File: config.mk
export PLATFORM = sky130hd
export DESIGN_NAME = lottery_scheduler_flat
export DESIGN_NICKNAME = d
export VERILOG_FILES = /design/src/lsch_pkg.sv /design/src/lsch_if.sv /design/src/lsch_cell.sv /design/src/lottery_scheduler.sv /design/src/flat_wrapper.sv
export SDC_FILE = /design/constraint.sdc
export NUM_CORES = 2
export LEC_CHECK = 0
export BUFFER_PORTS_ARGS = -buffer_cell sky130_fd_sc_hd__clkbuf_2
export CAP_MARGIN = 10
export CORE_MARGIN = 1
export CORE_UTILIZATION = 55
export DETAILED_ROUTE_END_ITERATION = 6
export PLACE_DENSITY = 0.74
export SLEW_MARGIN = 5
export SYNTH_ARGS = -nofsm -noshare
export SYNTH_HDL_FRONTEND = slang
export SYNTH_SLANG_ARGS = --single-unit
export TNS_END_PERCENT = 100
File: constraint.sdc
create_clock -name clk_i -period 6.31 [get_ports clk_i]
set_input_delay 0.631 -clock clk_i [delete_from_list [all_inputs] [get_ports clk_i]]
set_output_delay 0.631 -clock clk_i [all_outputs]
set_load 0.02 [all_outputs]
File: src/lsch_pkg.sv
// Lottery scheduler package: item kinds, status codes, FSM states, walk token.
// Depends on nothing; imported by every other file of the block.
package lsch_pkg;

  localparam int ID_W    = 16;
  localparam int TIX_W   = 16;
  localparam int TOTAL_W = 20;
  localparam int KIND_W  = 2;
  localparam int STAT_W  = 2;

  localparam logic [TOTAL_W-1:0] TOTAL_MAX = {TOTAL_W{1'b1}};

  typedef enum logic [KIND_W-1:0] {
    KIND_ADD      = 2'd0,
    KIND_REASSIGN = 2'd1,
    KIND_SELECT   = 2'd2,
    KIND_UNUSED   = 2'd3
  } kind_e;

  typedef enum logic [STAT_W-1:0] {
    STATUS_OK   = 2'd0,
    STATUS_FULL = 2'd1,
    STATUS_NONE = 2'd2
  } status_e;

  typedef enum logic [1:0] {
    ST_IDLE,
    ST_WALK,
    ST_DONE
  } state_e;

  // Token that travels down the cell chain during a walk
  typedef struct packed {
    logic            valid;
    logic            found;
    logic [ID_W-1:0] winner;
  } lsch_tok_t;

endpackage

File: src/lsch_if.sv
// Valid/ready channel interfaces for the lottery scheduler input and result.
// Depends on lsch_pkg for field widths.
interface lsch_in_if
  import lsch_pkg::*;
();
  logic               valid;
  logic               ready;
  logic [KIND_W-1:0]  kind;
  logic [ID_W-1:0]    proc_id;
  logic [TIX_W-1:0]   ticket_count;
  logic [TOTAL_W-1:0] draw;

  modport source (output valid, kind, proc_id, ticket_count, draw, input ready);
  modport sink   (input valid, kind, proc_id, ticket_count, draw, output ready);
endinterface

interface lsch_out_if
  import lsch_pkg::*;
();
  logic               valid;
  logic               ready;
  logic [STAT_W-1:0]  status;
  logic [ID_W-1:0]    winner_id;
  logic [TOTAL_W-1:0] tix_total;

  modport source (output valid, status, winner_id, tix_total, input ready);
  modport sink   (input valid, status, winner_id, tix_total, output ready);
endinterface

File: src/lsch_cell.sv
// One table entry of the lottery scheduler: holds an ID and a ticket count,
// adds its tickets to the passing running sum. Depends on lsch_pkg.
module lsch_cell
  import lsch_pkg::*;
#(
  parameter int CNT_W = 5,
  parameter int SUM_W = 25,
  parameter int IDX   = 0
) (
  input  logic               clk_i,
  input  logic               rst_ni,
  input  logic [CNT_W-1:0]   count_i,
  input  logic               wr_en_i,
  input  logic [ID_W-1:0]    wr_id_i,
  input  logic [TIX_W-1:0]   wr_tix_i,
  input  logic               reassign_i,
  input  logic [TOTAL_W-1:0] draw_i,
  input  lsch_tok_t          tok_i,
  input  logic [SUM_W-1:0]   run_i,
  output lsch_tok_t          tok_o,
  output logic [SUM_W-1:0]   run_o
);

  localparam logic [CNT_W-1:0] MyIdx = CNT_W'(IDX);

  logic [ID_W-1:0]  id_q;
  logic [TIX_W-1:0] tix_q, tix_d;
  lsch_tok_t        tok_q, tok_d;
  logic [SUM_W-1:0] run_q, run_d;
  logic             live;
  logic [SUM_W-1:0] run_sum;

  assign live = tok_i.valid && (MyIdx < count_i);

  // Running sum with this entry's contribution
  always_comb begin
    if (reassign_i) begin
      run_sum = run_i + SUM_W'(id_q);
    end else begin
      run_sum = run_i + SUM_W'(tix_q);
    end
  end

  // Token update
  always_comb begin
    tok_d = tok_i;
    run_d = run_i;
    tix_d = tix_q;
    if (live) begin
      if (reassign_i) begin
        tix_d = id_q;
        run_d = run_sum;
      end else if (!tok_i.found) begin
        run_d = run_sum;
        if (run_sum > SUM_W'(draw_i)) begin
          tok_d.found  = 1'b1;
          tok_d.winner = id_q;
        end
      end
    end
  end

  // Entry storage: written by add, or rewritten as the reassign token passes
  always_ff @(posedge clk_i) begin
    if (wr_en_i && (count_i == MyIdx)) begin
      id_q  <= wr_id_i;
      tix_q <= wr_tix_i;
    end else begin
      tix_q <= tix_d;
    end
    run_q <= run_d;
  end

  always_ff @(posedge clk_i or negedge rst_ni) begin
    if (!rst_ni) begin
      tok_q <= '0;
    end else begin
      tok_q <= tok_d;
    end
  end

  assign tok_o = tok_q;
  assign run_o = run_q;

endmodule

File: src/lottery_scheduler.sv
// Lottery scheduler top level: controller plus a chain of table cells.
// Depends on lsch_pkg, lsch_in_if/lsch_out_if and lsch_cell.
//
// Usage:
//   in_i carries items (kind, proc_id, ticket_count, draw); out_o returns one
//   result (status, winner_id, tix_total) per item, in order.
//   One item is in work at a time; in_i.ready is high while the controller is
//   idle, also while an earlier result still waits in the output register.
//   Add, unused kind and a select that is rejected up front (zero total or
//   draw at or above the total) skip the walk and are loaded into the output
//   register once it is free. Reassign and a select that walks pass through the
//   walk state: the token is launched in the cycle after acceptance and then
//   steps through one cell per cycle, each cell adding its tickets. The next
//   item can be accepted as soon as a result is registered.
//   When the receiver stalls, the result holds in the output register; one
//   more item can finish its work and then waits until the register frees.
//   Reset empties the table and clears the total; entry contents stay
//   unknown until written, and only entries below the count are ever read.
//   The reported total saturates at 1048575; the walk uses exact sums.
module lottery_scheduler
  import lsch_pkg::*;
#(
  parameter int MAX_ENTRIES = 16
) (
  input  logic clk_i,
  input  logic rst_ni,
  lsch_in_if.sink    in_i,
  lsch_out_if.source out_o
);

  localparam int CNT_W = $clog2(MAX_ENTRIES + 1);
  localparam int SUM_W = TOTAL_W + CNT_W;
  localparam logic [CNT_W-1:0] CntMax = CNT_W'(MAX_ENTRIES);

  state_e             state_q, state_d;
  logic [CNT_W-1:0]   count_q;
  logic [SUM_W-1:0]   exact_q;
  logic               reassign_q;
  logic [TOTAL_W-1:0] draw_q;
  lsch_tok_t          launch_q;
  status_e            pend_status_q;
  logic [ID_W-1:0]    pend_winner_q;
  logic               out_valid_q;
  status_e            out_status_q;
  logic [ID_W-1:0]    out_winner_q;
  logic [TOTAL_W-1:0] out_total_q;

  logic               accept;
  logic               load_out;
  logic               out_free;
  logic               walk_done;
  logic               select_reject;
  logic               needs_walk;
  logic               wr_en;
  logic [TOTAL_W-1:0] total_sat;
  kind_e              kind;

  lsch_tok_t          tok_w [MAX_ENTRIES+1];
  logic [SUM_W-1:0]   run_w [MAX_ENTRIES+1];

  assign kind      = kind_e'(in_i.kind);
  assign total_sat = (exact_q > SUM_W'(TOTAL_MAX)) ? TOTAL_MAX : exact_q[TOTAL_W-1:0];
  assign select_reject = (total_sat == '0) || (in_i.draw >= total_sat);
  assign needs_walk = (kind == KIND_REASSIGN) || ((kind == KIND_SELECT) && !select_reject);
  assign out_free  = !out_valid_q || out_o.ready;
  assign walk_done = tok_w[MAX_ENTRIES].valid;

  // Next state
  always_comb begin
    state_d = state_q;
    case (state_q)
      ST_IDLE: begin
        if (in_i.valid) begin
          state_d = needs_walk ? ST_WALK : ST_DONE;
        end
      end
      ST_WALK: begin
        if (walk_done) state_d = ST_DONE;
      end
      ST_DONE: begin
        if (out_free) state_d = ST_IDLE;
      end
      default: state_d = ST_IDLE;
    endcase
  end

  // Controller outputs
  always_comb begin
    in_i.ready = 1'b0;
    load_out   = 1'b0;
    case (state_q)
      ST_IDLE: in_i.ready = 1'b1;
      ST_WALK: ;
      ST_DONE: load_out = out_free;
      default: ;
    endcase
  end

  assign accept = in_i.valid && in_i.ready;
  assign wr_en  = accept && (kind == KIND_ADD) && (count_q != CntMax);

  // Head of the chain: token launched once draw and mode are registered
  assign tok_w[0] = launch_q;
  assign run_w[0] = '0;

  for (genvar g = 0; g < MAX_ENTRIES; g++) begin : g_cell
    lsch_cell #(
      .CNT_W (CNT_W),
      .SUM_W (SUM_W),
      .IDX   (g)
    ) u_cell (
      .clk_i      (clk_i),
      .rst_ni     (rst_ni),
      .count_i    (count_q),
      .wr_en_i    (wr_en),
      .wr_id_i    (in_i.proc_id),
      .wr_tix_i   (in_i.ticket_count),
      .reassign_i (reassign_q),
      .draw_i     (draw_q),
      .tok_i      (tok_w[g]),
      .run_i      (run_w[g]),
      .tok_o      (tok_w[g+1]),
      .run_o      (run_w[g+1])
    );
  end

  // Control registers: state, count, exact total, output valid, reassign flag, launch token
  always_ff @(posedge clk_i or negedge rst_ni) begin
    if (!rst_ni) begin
      state_q     <= ST_IDLE;
      count_q     <= '0;
      exact_q     <= '0;
      out_valid_q <= 1'b0;
      reassign_q  <= 1'b0;
      launch_q    <= '0;
    end else begin
      state_q <= state_d;
      if (wr_en) begin
        count_q <= count_q + CNT_W'(1);
        exact_q <= exact_q + SUM_W'(in_i.ticket_count);
      end
      if (walk_done && reassign_q) begin
        exact_q <= run_w[MAX_ENTRIES];
      end
      if (accept) begin
        reassign_q <= (kind == KIND_REASSIGN);
      end
      launch_q <= '{valid: accept && needs_walk, found: 1'b0, winner: '0};
      if (load_out) begin
        out_valid_q <= 1'b1;
      end else if (out_o.ready) begin
        out_valid_q <= 1'b0;
      end
    end
  end

  // Draw, pending result and output payload
  always_ff @(posedge clk_i) begin
    if (accept) begin
      draw_q        <= in_i.draw;
      pend_winner_q <= '0;
      pend_status_q <= STATUS_OK;
      case (kind)
        KIND_ADD:      if (count_q == CntMax) pend_status_q <= STATUS_FULL;
        KIND_SELECT:   if (select_reject) pend_status_q <= STATUS_NONE;
        KIND_REASSIGN: ;
        KIND_UNUSED:   ;
        default:       ;
      endcase
    end
    if (walk_done) begin
      if (reassign_q || tok_w[MAX_ENTRIES].found) begin
        pend_status_q <= STATUS_OK;
      end else begin
        pend_status_q <= STATUS_NONE;
      end
      pend_winner_q <= (!reassign_q && tok_w[MAX_ENTRIES].found) ?
                       tok_w[MAX_ENTRIES].winner : '0;
    end
    if (load_out) begin
      out_status_q <= pend_status_q;
      out_winner_q <= pend_winner_q;
      out_total_q  <= total_sat;
    end
  end

  assign out_o.valid     = out_valid_q;
  assign out_o.status    = out_status_q;
  assign out_o.winner_id = out_winner_q;
  assign out_o.tix_total = out_total_q;

  // Checks
  a_count_bound: assert property (@(posedge clk_i) disable iff (!rst_ni)
    count_q <= CntMax)
    else $error("entry count beyond table size");

  a_token_in_walk: assert property (@(posedge clk_i) disable iff (!rst_ni)
    walk_done |-> (state_q == ST_WALK))
    else $error("walk token arrived outside a walk");

  a_accept_leaves_idle: assert property (@(posedge clk_i) disable iff (!rst_ni)
    accept |=> (state_q != ST_IDLE))
    else $error("controller stayed idle after accepting a transaction");

  a_empty_total: assert property (@(posedge clk_i) disable iff (!rst_ni)
    ((count_q == '0) && (state_q == ST_IDLE)) |-> (exact_q == '0))
    else $error("nonzero total with an empty table");

endmodule
File: src/flat_wrapper.sv
// flat-port wrapper written by rule: the top's interface ports become plain ports
module lottery_scheduler_flat import lsch_pkg::*;
#(
  parameter int MAX_ENTRIES = 16
)
  (clk_i, rst_ni, in_i_valid, in_i_kind, in_i_proc_id, in_i_ticket_count, in_i_draw, in_i_ready, out_o_valid, out_o_status, out_o_winner_id, out_o_tix_total, out_o_ready);
  lsch_in_if in_i_i ();
  lsch_out_if out_o_i ();
  input  logic clk_i;
  input  logic rst_ni;
  input wire logic [$bits(in_i_i.valid)-1:0] in_i_valid;
  input wire logic [$bits(in_i_i.kind)-1:0] in_i_kind;
  input wire logic [$bits(in_i_i.proc_id)-1:0] in_i_proc_id;
  input wire logic [$bits(in_i_i.ticket_count)-1:0] in_i_ticket_count;
  input wire logic [$bits(in_i_i.draw)-1:0] in_i_draw;
  output wire logic [$bits(in_i_i.ready)-1:0] in_i_ready;
  output wire logic [$bits(out_o_i.valid)-1:0] out_o_valid;
  output wire logic [$bits(out_o_i.status)-1:0] out_o_status;
  output wire logic [$bits(out_o_i.winner_id)-1:0] out_o_winner_id;
  output wire logic [$bits(out_o_i.tix_total)-1:0] out_o_tix_total;
  input wire logic [$bits(out_o_i.ready)-1:0] out_o_ready;
  assign in_i_i.valid = in_i_valid;
  assign in_i_i.kind = in_i_kind;
  assign in_i_i.proc_id = in_i_proc_id;
  assign in_i_i.ticket_count = in_i_ticket_count;
  assign in_i_i.draw = in_i_draw;
  assign in_i_ready = in_i_i.ready;
  assign out_o_valid = out_o_i.valid;
  assign out_o_status = out_o_i.status;
  assign out_o_winner_id = out_o_i.winner_id;
  assign out_o_tix_total = out_o_i.tix_total;
  assign out_o_i.ready = out_o_ready;
  lottery_scheduler #(.MAX_ENTRIES(MAX_ENTRIES)) u_core (.clk_i(clk_i), .rst_ni(rst_ni), .in_i(in_i_i), .out_o(out_o_i));
endmodule
==> results.toml <==
[clocking]
insertion_delay_ns = 0.80
cts_buffers = 138
cts_tree = "yes"
root_buffer = "clkbuf_16"
htreeDepth = 4
ctsLongestPathBuffers = 3
clock-sinks = 1266
cts.reportedPaths.clkPinSlew_ns = 0.07

[placement]
dp_hpwl_mm = 151.0
placedInstanceArea_sq_mm = 0.07173
gp_congestion = 0.9718
portBuffers = 97

[worst_setup_path]
critical_path_class = "flop to flop"
worstPathMaxFanout = 32
endpoint_kind = "flop"
critical_path.startpoint_type = "flop"
arrival_ns = 6.62
cp.required_ns = 6.97

[route]
num_vias = 49406
wire_per_inst_microns = 26.83
drcViolationCount = 17
highest_layer = "met5"
met1Wirelength_mm = 85.94
wl_met2_mm = 96.02
viasPerCell = 6.244
met3WireLength_mm = 18.45
first_pass_iters = 7
ant_nets = 0
drtIter0Drc = 4894
wl_mm = 212.3

[floorplan]
die_y_microns = 356.1
io_pins = 98
die_width_microns = 356.1
core_sq_mm = 0.1240
row_count = 129
die_area_sq_mm = 0.1268
start_util_pct = 55.62

[hold_path]
worstHoldPathType = "primary input to flop"

[sta]
tightestPinTransition_ns = 1.214
maxSlewViolCount = 0
rsz0062_at_grt = "no"
layout_worst_path_cycle_share_pct = 94.44
period_needed_ns = 5.959
setup_viol = 0
fmax_ghz = 0.1678
clock-skew-final_ns = 0.03660
finalSetupTns_ns = 0
relSlewSlack_pct = 18.24
hold_viol = 0

[synth]
synth_top_family_by_area = "multiplexers"
syn_avg_cell_area_sq_um = 11.54
synth_cell_types = 97
synth_area_sq_mm = 0.06895
ys_seq_area_share_pct = 47.64
ys.warnings.count = 0
synth_flop_cell = "edfxtp_1"
synthSimpleGateAreaFrac_pct = 9.832
synth_xor_area_share_pct = 4.433
synth-seq-cells = 1266
synth_nets = 6638
synthArstFlopShare_pct = 25.51
synthAdderAreaFrac_pct = 11.15
synthCells = 5975
synth_mux_area_share_pct = 14.49
synth_compound_area_share_pct = 10.41
synth-edff-count = 588

[pwr]
powerDensity_mw_per_mm2 = 448.4
ir_drop_mv = 0.3293
p_leak_nw = 32.80

[cells_and_area]
num-fill-cells = 9774
layout-drive-gt1-share_pct = 21.82
nNetsFinal = 6816
syn2layout_area_growth_pct = 10.73
post-route-cell-area_sq_mm = 0.07634

[global_route]
grt_pass1_vias = 47754
grt_pass1_wl_mm = 309.6
overflow = 0
antenna_found_initial = 10
grtUsageTotal_pct = 33.16
grt_max_degree = 128

[outcome]
violations = "design-rule violations"
status = "complete, but fails checks"

[job]
drv_cap = 0
registers in the layout (all words and copies together) (netlist names):
signal                      flops
u_core.reassign_q               1
u_core.pend_winner_q           16
u_core.count_q                  5
u_core.exact_q                 25
u_core.pend_status_q            2
u_core.g_cell.u_cell.run_o    355
u_core.g_cell.u_cell.tok_o    288
u_core.out_o.tix_total         20
u_core.launch_q                 1
u_core.out_o.valid              1
u_core.draw_q                  20
u_core.out_o.winner_id         16
u_core.g_cell.u_cell.tix_q    256
u_core.state_q                  2
u_core.out_o.status             2
u_core.g_cell.u_cell.id_q     256
report_power, final:
part	leakage (nW)	switching [mW]	total, mW	internal, mW
clock	2.19	3.50	8.06	4.56
sequential	12.7	0.946	10.7	9.75
combinational	17.9	8.96	15.5	6.52
total	32.8	13.4	34.2	20.8
timing repair:
| action | in CTS | in global routing |
|---|---|---|
| endpoints found under the setup margin | 0 | 81 |
| hold endpoints to repair | 97 | 0 |
| hold buffers | 1 | 0 |
| resized for setup | 0 | 3 |
| setup buffers | 0 | 3 |
cell usage after synthesis (11+ instances only):
cell type	number	area, sq um
buf_1	16	60.06
nand3_1	114	570.6
and2_1	49	306.5
o31ai_1	26	195.2
mux2i_1	22	220.2
a21boi_0	20	150.1
o21bai_1	32	240.2
o31a_1	11	96.34
nand2b_1	56	350.3
nand4_1	80	500.5
a211oi_1	59	442.9
a2111oi_0	12	105.1
nor4_1	19	118.9
a31oi_1	34	212.7
and3_1	51	319.1
o21a_1	89	668.1
dfxtp_1	355	7107
nand2_1	528	1982
nor2b_1	82	513.0
o21ai_0	236	1181
edfxtp_1	588	17660
inv_1	169	634.4
ha_1	589	7370
mux2_4	11	165.2
xor2_1	113	989.7
or2_2	25	156.4
a21oi_1	280	1401
o211ai_1	21	157.7
fa_1	16	320.3
nor3_1	67	335.3
xnor2_1	236	2067
or3_1	26	162.7
dfrtp_1	323	8083
a21o_1	129	968.4
clkbuf_1	141	529.3
and4_1	14	122.6
mux2_2	843	9493
nor2_1	286	1074
a211o_1	15	131.4
metal layers:
layer | up-vias | track usage (%)
met5 | - | 0
met2 | 2195 | 51.60
met1 | 24303 | 43.57
met4 | 2 | 17.14
met3 | 534 | 7.093
li1 | 22372 | -
area by class of cell:
type / instances / area, sq um / share of cell area, %
inverter: 169 / 634.4 / 0.8309
tap: 1637 / 2048 / 2.683
multi-input combinational: 4360 / 34810 / 45.59
antenna: 6 / 15.01 / 0.01967
clock inverter: 67 / 655.6 / 0.8588
timing repair buffer: 218 / 1504 / 1.970
sequential: 1266 / 32850 / 43.03
clock buffer: 189 / 3829 / 5.015
critical path: stages (launching register included):
cell and delay, ns:
dfrtp_4 0.58, buf_4 0.21, buf_4 0.37, buf_4 0.48, mux2_2 0.43, ha_1 0.39
nand2_1 0.07, o21ai_0 0.25, a41oi_1 0.20, a21boi_0 0.54, a21o_1 0.25, a21oi_1 0.09
xnor2_1 0.14, ha_1 0.30, nand3_1 0.08, nor2_1 0.15, o21ai_0 0.11, a31o_2 0.24
a211oi_2 0.18, buf_4 0.30, mux2_2 0.40
placed cells by master (no fill, tap or decap), types with 51 or more instances in the layout:
cell	instances
clkbuf_16	141
a211oi_1	57
edfxtp_1	588
buf_4	112
ha_1	589
nand2b_1	56
nor2_1	278
mux2_2	843
and3_1	51
clkbuf_2	96
nand4_1	80
o21a_1	89
nand2_1	528
nor3_1	65
xnor2_1	236
nor2b_1	81
xor2_1	113
a21o_1	129
inv_1	168
dfxtp_1	355
nand3_1	114
dfrtp_1	322
a21oi_1	278
o21ai_0	229
path summary, 6_finish.rpt:
check                                                        from                           endpoint  slack [ns]  cells past startpoint
min in group asynchronous                                  rst_ni   u_core.g_cell[6].u_cell.tok_o[7]        0.44                      2
worst min-delay path                                 in_i_draw[2]                   u_core.draw_q[2]        0.05                      1
worst max-delay path                            u_core.reassign_q  u_core.g_cell[2].u_cell.tok_o[14]        0.35                     20
worst max register to register                  u_core.reassign_q  u_core.g_cell[2].u_cell.tok_o[14]        0.35                     20
worst min register to register  u_core.g_cell[7].u_cell.tok_o[17]  u_core.g_cell[8].u_cell.tok_o[17]        0.37                      0
max in group asynchronous                                  rst_ni                  u_core.reassign_q        4.37                      3
per-stage QoR:
step	worst slack (ns)	cells	hold WS (ns)	power (mW)	util [%]
3_5_place_dp	0.1955	7643	0.3585	25.81	57.87
6_report	0.3509	7912	0.04895	34.23	61.59
2_1_floorplan	0.06144	5975	0.3354	21.56	-
3_3_place_gp	0.3348	7643	0.3507	25.43	57.87
5_1_grt	0.03545	7906	0.02972	36.23	61.58
4_1_cts	0.1776	7900	0.01346	33.95	61.49
cell families (layout without fill, tap and decap cells):
| logic type | Yosys count | in the layout |
|---|---|---|
| and+or+nand+nor | 1430 | 1430 |
| DFF | 1266 | 1266 |
| AOI/OAI and AO/OA | 1090 | 1090 |
| muxes | 886 | 886 |
| adders and majority gates | 605 | 605 |
| xor gates and xnor gates | 349 | 349 |
| buffers and inverters | 349 | 643 |
| other | 0 | 6 |
No activity file was read; power rests on OpenSTA's default activity.
